### src/rtl/qrs_pkg.sv
// ----------------------------------------------------------------------------
// qrs_pkg: shared types and constants of the quadratic root solver
// Word formats, job codes and datapath widths used by every module.
// ----------------------------------------------------------------------------
`default_nettype none

package qrs_pkg;

  localparam int FRAC_BITS   = 16;
  localparam int COEF_W      = 32;
  localparam int TOL_W       = 16;
  localparam logic [TOL_W-1:0] TOL_RESET = 16'd1;

  // front pipeline depth, used by the queue to hold back the producer
  localparam int FRONT_LAT   = 4;
  localparam int QUEUE_DEPTH = 8;

  // datapath widths
  localparam int JNUM_W  = 34;  // -b, -c, a, b, 2a
  localparam int NUM_W   = 35;  // -b +/- sqrt(d)
  localparam int DEN_W   = 34;
  localparam int E_W     = 63;  // d/4, kept unsigned; negative values are queued truncated
  localparam int RAD_W   = 64;
  localparam int ROOT_W  = 32;
  localparam int REM_W   = 35;
  localparam int SQ_STAGES = RAD_W / 2;
  localparam int QUOT_W  = 33;
  localparam int DIV_LAT = QUOT_W + 2;

  // root count codes
  localparam logic [1:0] CNT_NONE = 2'd0;
  localparam logic [1:0] CNT_ONE  = 2'd1;
  localparam logic [1:0] CNT_TWO  = 2'd2;
  localparam logic [1:0] CNT_ALL  = 2'd3;

  // job kinds decided by the front
  localparam logic [2:0] KIND_NONE  = 3'd0;
  localparam logic [2:0] KIND_ALL   = 3'd1;
  localparam logic [2:0] KIND_DIV   = 3'd2;
  localparam logic [2:0] KIND_ZEROC = 3'd3;
  localparam logic [2:0] KIND_GEN   = 3'd4;

  localparam logic [QUOT_W-1:0] QMAG_NEG = 33'h080000000;
  localparam logic [QUOT_W-1:0] QMAG_POS = 33'h07FFFFFFF;
  localparam logic [COEF_W-1:0] ROOT_MIN = 32'h80000000;
  localparam logic [COEF_W-1:0] ROOT_MAX = 32'h7FFFFFFF;

  typedef struct packed {
    logic signed [COEF_W-1:0] coef_a;
    logic signed [COEF_W-1:0] coef_b;
    logic signed [COEF_W-1:0] coef_c;
  } in_t;

  typedef struct packed {
    logic [1:0]               root_count;
    logic signed [COEF_W-1:0] root_first;
    logic signed [COEF_W-1:0] root_second;
    logic                     saturated;
  } out_t;

  typedef struct packed {
    logic [2:0]               kind;
    logic [1:0]               rem;
    logic signed [JNUM_W-1:0] num;
    logic signed [DEN_W-1:0]  den;
  } side_t;

  typedef struct packed {
    side_t          side;
    logic [E_W-1:0] e;
  } job_t;

endpackage

`default_nettype wire

### src/rtl/qrs_fifo.sv
// ----------------------------------------------------------------------------
// qrs_fifo: job queue between front and back
// Small circular buffer; raises busy early enough to absorb the front pipeline.
// ----------------------------------------------------------------------------
`default_nettype none

module qrs_fifo #(
  parameter int DEPTH = qrs_pkg::QUEUE_DEPTH
) (
  input  logic          clk,
  input  logic          rst_n,
  input  logic          push,
  input  qrs_pkg::job_t push_data,
  output logic          out_valid,
  output qrs_pkg::job_t out_data,
  output logic          busy
);

  localparam int AW = $clog2(DEPTH);
  localparam int CW = $clog2(DEPTH + 1);

  qrs_pkg::job_t mem [DEPTH];
  logic [AW-1:0] wr_ptr_r, rd_ptr_r;
  logic [CW-1:0] count_r;
  logic          pop;
  logic          valid_r;
  qrs_pkg::job_t data_r;

  // the back end never stalls, so any queued word leaves at once
  assign pop = count_r != '0;

  always_ff @(posedge clk) begin
    if (!rst_n) begin
      wr_ptr_r <= '0;
      rd_ptr_r <= '0;
      count_r  <= '0;
      valid_r  <= 1'b0;
    end else begin
      if (push) begin
        wr_ptr_r <= (wr_ptr_r == AW'(DEPTH - 1)) ? '0 : wr_ptr_r + 1'b1;
      end
      if (pop) begin
        rd_ptr_r <= (rd_ptr_r == AW'(DEPTH - 1)) ? '0 : rd_ptr_r + 1'b1;
      end
      count_r <= count_r + CW'(push) - CW'(pop);
      valid_r <= pop;
    end
  end

  always_ff @(posedge clk) begin
    if (push) begin
      mem[wr_ptr_r] <= push_data;
    end
    if (pop) begin
      data_r <= mem[rd_ptr_r];
    end
  end

  assign out_valid = valid_r;
  assign out_data  = data_r;
  assign busy      = count_r >= CW'(DEPTH - qrs_pkg::FRONT_LAT);

endmodule

`default_nettype wire

### config.mk
export PLATFORM = sky130hd
export DESIGN_NAME = qrs_fifo
export DESIGN_NICKNAME = d
export VERILOG_FILES = /design/src/rtl/qrs_pkg.sv /design/src/rtl/qrs_fifo.sv
export SDC_FILE = /design/constraint.sdc
export NUM_CORES = 1
export LEC_CHECK = 0
export BUFFER_PORTS_ARGS = -buffer_cell sky130_fd_sc_hd__buf_4
export CORE_MARGIN = 8
export CORE_UTILIZATION = 33
export DETAILED_ROUTE_END_ITERATION = 10
export PLACE_DENSITY = 0.47
export SLEW_MARGIN = 15
export SYNTH_ARGS = -nofsm -noshare
export SYNTH_HDL_FRONTEND = slang
export SYNTH_SLANG_ARGS = --single-unit
### constraint.sdc
create_clock -name clk -period 33.8 [get_ports clk]
set_clock_uncertainty 0.15 [all_clocks]
set_input_delay 1.69 -clock clk [delete_from_list [all_inputs] [get_ports clk]]
set_output_delay 1.69 -clock clk [all_outputs]
set_load 0.01 [all_outputs]
==> results of run 1 <==
==> layout by cell type, fill, tap and decap left out, types with 7 or more instances in the layout <==
cell type,n
clkbuf_16,142
dfxtp_1,8
ha_1,9
clkinv_1,31
buf_4,298
mux4_2,170
clkbuf_1,26
clkinv_2,16
mux2_2,136
edfxtp_1,1224
mux4_1,102
diode_2,15
clkinvlp_4,7
inv_1,8
==> state kept, by name, summed over array words and instances (netlist names) <==
register   count
out_data     136
out_valid      1
mem         1088
rd_ptr_r       3
count_r        4
wr_ptr_r       3
==> report_power, final <==
part / switching (µW) / internal (µW) / total (µW)
Combinational: 349 / 335 / 684
Clock: 579 / 811 / 1390
Sequential: 83.5 / 1860 / 1940
==> area by class of cell <==
cell class | count | area [µm²] | share of cell area [%]
diodes | 15 | 37.54 | 0.06895
well taps | 1876 | 2347 | 4.312
clock inverters | 69 | 545.5 | 1.002
repair buffers | 304 | 2357 | 4.330
flip-flops and latches | 1235 | 36990 | 67.95
clock buffers | 168 | 3651 | 6.707
inverters | 9 | 38.79 | 0.07125
multi-input cells | 458 | 8472 | 15.56
==> per-stage QoR <==
stage          cell area, µm²  power (µW)
2_1_floorplan           46060        2365
3_3_place_gp            50200        2694
3_5_place_dp            50200        2697
4_1_cts                 54400        4110
5_1_grt                 54400        4196
6_report                54440        4019
==> worst register-to-register path: stages, from the launching register on <==
cell and delay, ns:
dfxtp_4 0.69, buf_4 0.83, buf_4 0.97, mux4_2 0.47, mux2_2 0.32
==> worst min path at each step <==
stage,start,endpoint,depth (start not counted)
3_3_place_gp,wr_ptr_r[1],wr_ptr_r[1],2
6_report,wr_ptr_r[1],wr_ptr_r[1],2
4_1_cts,wr_ptr_r[1],wr_ptr_r[1],2
5_1_grt,wr_ptr_r[1],wr_ptr_r[1],2
2_1_floorplan,wr_ptr_r[1],wr_ptr_r[1],2
3_5_place_dp,wr_ptr_r[1],wr_ptr_r[1],2
==> cell families after synthesis <==
logic type      synth area share (%)
fa+ha+maj                     0.2879
xor+xnor                     0.01902
buf+inv                        1.456
mux                            17.54
flops                          80.27
compound gates               0.07605
simple gates                  0.3477
==> per-layer routing <==
| metal | GRT usage (%) | vias up | wire [µm] |
|---|---|---|---|
| li1 | - | 8485 | - |
| met1 | 16.90 | 10420 | 43340 |
| met2 | 23.31 | 408 | 53350 |
| met3 | 4.219 | 140 | 6255 |
| met4 | 3.828 | 8 | 1836 |
| met5 | 0 | - | 47 |
==> impl_metrics.csv, run 1 <==
group,metric,value,unit
yosys,synth-main-ff-cell,"edfxtp_1",
power,ir_worst_vdd,0.03991,mV
floorplan,rows,137,
clocking,htreeDepth,4,
worst_setup_path,path_depth,5,
timing,fmax,248.2,MHz
floorplan,start_util,33.13,%
timing,rsz0062_at_grt,"no",
clocking,clock-sinks,1235,
worst_setup_path,ff2ff_setup_slack,30.10,ns
timing,hold_violations,0,
timing,hold_slack,0.3940,ns
global_route,grt_pass1_wl,152100,µm
worst_setup_path,start_kind,"primary input",
place,place_hpwl,56530,µm
worst_setup_path,reg2reg_depth,4,
route,drc,0,
yosys,yosysTopAreaCell,"edfxtp_1",
global_route,grt_antenna_before_repair,24,
power,power_density,73.83,nW/µm²
floorplan,core,139000,µm²
finish,nets,2294,
clocking,cts_tree,"built",
finish,drive_gt1_share,35.80,%
route,post_drt_via_cell_ratio,4.707,
power,leakagePower,0.01734,µW
global_route,grt_pass1_vias,21480,
yosys,ys_seq_elements,1235,
worst_setup_path,path_cells,"buf_4, nand2_1, nor2_4, buf_4, buf_4",
timing,worstMarginPinSlew,1.111,ns
worst_setup_path,required,34.00,ns
global_route,grtUsageTotal,13.70,%
place,dpl.cell_count,3882,
timing,maxSlewViolCount,0,
timing,setup_ws,29.77,ns
timing,min_period_over_period,11.92,%
hold_path,hold_class,"register to register",
clocking,cts_hold_buf,0,
status,status,"completed",
timing,min_period,4.029,ns
yosys,synth_most_common_cell,"edfxtp_1",
place,place_congestion,0.6802,
timing,setup_violations,0,
route,wl_per_cell,25.36,µm
clocking,clk_pin_slew,0.06,ns
floorplan,die_x,389.6,µm
clocking,root_buffer,"clkbuf_16",
yosys,synthDominantCellAreaShare,79.79,%
timing,relSlewSlack,25.77,%
worst_setup_path,critPathKind,"primary input to register",
route,drt_iter0_markers,1175,
finish,utilization,39.16,%
place,pre_cts_ws,28.88,ns
yosys,synth_area_leaders,"edfxtp_1 (80%), mux4_2 (8.3%), mux4_1 (5.8%)",
global_route,grt-ovfl-total,0,
finish,area_growth,18.18,%
worst_setup_path,cp.buffers_inverters,3,
worst_setup_path,slowest_delay,0.79,ns
global_route,grt_max_degree,117,
yosys,ys.warnings.count,0,
yosys,ys_types,29,
yosys,synthesis.nets,1928,
clocking,cts_buffer_depth,3,
finish,finalNonFillerCells,4134,
worst_setup_path,rr_startpoint,"rd_ptr_r[2]",
clocking,cts_setup_buffers,0,
yosys,avgSynthCellArea,25.89,µm²
flow_run,cap_violations,0,
route,drt-total-wl,104800,µm
worst_setup_path,end_kind,"register",
floorplan,ios,277,
floorplan,dieArea,151800,µm²
yosys,synth_edf_count,1224,
worst_setup_path,cp_top_family,"buffers and inverters",
yosys,synthArstFlopShare,0,%
worst_setup_path,timing.rr.end,"out_data[35]",
yosys,synthCells,1779,
clocking,cts_inserted_buffers,137,
worst_setup_path,slowest_stage,"buf_4",
worst_setup_path,timing.critical_path.mode_cell,"buf_4",
route,vias,19460,
worst_setup_path,crit_path_end,"mem[7][23]",
yosys,synth_area,46060,µm²
floorplan,fp.dieH,389.6,µm
route,antenna_left,0,
clocking,cts_resized,0,
finish,fillers,12290,
timing,fin_setup_tns,0,ns
yosys,ys_seq_area_share,80.27,%
yosys,synth_commonest_cells,"edfxtp_1 (1224), mux4_2 (170), mux2_2 (136), mux4_1 (102), clkbuf_1 (27)",
route,drtPass1Iterations,5,
clocking,clk_latency,0.74,ns
place,io_buffers,276,
worst_setup_path,arrival,4.23,ns
worst_setup_path,worstSetupStartpoint,"push",
worst_setup_path,cp_max_fo,49,
(Power assumes the default switching activity.)
==> inputs of run 2 (changes only) <==
==> constraint.sdc (replaced) <==
create_clock -name clk -period 3.95 [get_ports clk]
set_clock_uncertainty 0.15 [all_clocks]
set_input_delay 0.1975 -clock clk [delete_from_list [all_inputs] [get_ports clk]]
set_output_delay 0.1975 -clock clk [all_outputs]
set_load 0.01 [all_outputs]
==> run 2 against run 1 <==
Effect of this change:
- utilization rose by 1.6 points
- non-clock buffer count grew 169
- sequential share of layout area is 2.6 points lower
- final area rose by 4.0%
- die area unchanged
- critical path type is now register to register
- largest cell class unchanged
==> impl_metrics.csv, run 2 (synthesized netlist as in run 1, its figures left out) <==
group,metric,value,unit
timing,worstMarginPinSlew,0.9971,ns
floorplan,ios,277,
global_route,grt-ovfl-total,0,
clocking,cts_buffer_depth,3,
timing,min_period,2.763,ns
route,drtPass1Iterations,5,
clocking,htreeDepth,4,
place,place_hpwl,54940,µm
timing,rsz0062_at_grt,"no",
clocking,root_buffer,"clkbuf_16",
clocking,clk_latency,0.74,ns
worst_setup_path,critPathKind,"register to register",
route,antenna_left,0,
global_route,grt_max_degree,95,
place,dpl-instance-area,50700,µm²
route,drc,0,
hold_path,hold_path_end,"mem[7][87]",
finish,largest_register,"mem",
finish,largest_reg_flops,1088,
timing,min_period_over_period,69.94,%
route,post_drt_via_cell_ratio,4.699,
power,power_density,621.4,nW/µm²
power,leakagePower,0.01827,µW
worst_setup_path,timing.rr.end,"out_data[72]",
route,drt-total-wl,105000,µm
finish,layout_common_cells,"edfxtp_1 (1224), buf_4 (291), mux4_2 (170)",
timing,setup_violations,0,
worst_setup_path,cp_max_fo,67,
finish,fillers,12230,
place,place_congestion,0.6792,
floorplan,core,139000,µm²
global_route,grtUsageTotal,13.68,%
clocking,cts_tree,"built",
worst_setup_path,required,4.27,ns
route,route.met3.wl,5342,µm
status,status,"completed",
floorplan,die_x,389.6,µm
global_route,grt_pass1_vias,22220,
power,p_total,35200,µW
route,drt_iter0_markers,1178,
floorplan,fp.dieH,389.6,µm
timing,hold_violations,0,
finish,area_growth,22.96,%
finish,drive_gt1_share,34.03,%
timing,relSlewSlack,33.53,%
hold_path,min_from,"push_data[87]",
hold_path,hold_class,"primary input to register",
hold_path,hold_depth,2,
floorplan,dieArea,151800,µm²
clocking,clock-sinks,1235,
timing,fin_setup_tns,0,ns
worst_setup_path,reg2reg_depth,3,
worst_setup_path,start_kind,"register",
route,m1WireLength,43950,µm
finish,final_common_cell,"edfxtp_1",
power,ir_worst_vdd,0.4702,mV
floorplan,start_util,33.13,%
worst_setup_path,end_kind,"register",
worst_setup_path,arrival,3.08,ns
route,vias,20240,
clocking,cts_inserted_buffers,140,
clocking,clk_pin_slew,0.06,ns
floorplan,rows,137,
route,met2_length,53590,µm
timing,maxSlewViolCount,0,
timing,hold_slack,0.09055,ns
finish,nets,2466,
global_route,grt_pass1_wl,153100,µm
worst_setup_path,ff2ff_setup_slack,1.19,ns
finish,design_area,56640,µm²
place,io_buffers,276,
timing,fmax,362.0,MHz
worst_setup_path,rr_startpoint,"rd_ptr_r[1]",
flow_run,cap_violations,0,
route,wl_per_cell,24.37,µm
global_route,grt_antenna_before_repair,10,
route,highest_layer,"met5",
run 2: how the worst max path moves through the flow:
stage | endpoint | from | cells after the start | slack [ns]
2_1_floorplan | mem[5][0] | wr_ptr_r[2] | 2 | -0.83
3_3_place_gp | out_data[79] | rd_ptr_r[1] | 3 | 1.25
3_5_place_dp | count_r[2] | count_r[2] | 11 | 1.20
4_1_cts | count_r[0] | count_r[2] | 9 | 1.18
5_1_grt | count_r[2] | count_r[2] | 11 | 0.99
6_report | out_data[72] | rd_ptr_r[1] | 3 | 1.19
run 2: through the flow:
stage	worst slack, ns	std cells	util, %
5_1_grt	0.9854	4304	40.74
3_5_place_dp	1.196	3901	36.47
2_1_floorplan	-0.8257	1779	-
4_1_cts	1.182	4303	40.73
3_3_place_gp	1.248	3901	36.47
6_report	1.187	4308	40.74
run 2: layout make-up:
class                           count  area (µm²)  area share, %
Sequential cell                  1235       36990          65.31
Clock inverter                     74       626.9          1.107
Inverter                            9       37.54        0.06627
Tap cell                         1876        2347          4.144
Multi-Input combinational cell    458        8504          15.02
Antenna cell                        5       12.51        0.02209
Timing Repair Buffer              473        4327          7.639
Clock buffer                      178        3795          6.700
run 2: critical path, stage by stage, from the launching register on:
cell     delay, ns
dfxtp_4       0.77
buf_12        0.44
mux4_1        0.65
mux2_2        0.28
run 2: metal layers:
layer	global-route usage, %	vias to the layer above
li1	-	8834
met1	17.05	10840
met2	23.65	410
met3	3.580	153
met4	3.620	6
met5	0	-
run 2: what timing repair did:
action                     CTS  global route
gates resized for setup      0             0
setup buffers                0             0
hold buffers               150             0
hold endpoints to repair  1125             0
run 2: power by group:
part | switching (µW) | internal [µW]
Sequential | 710 | 15900
Combinational | 3010 | 3110
Clock | 5010 | 7420
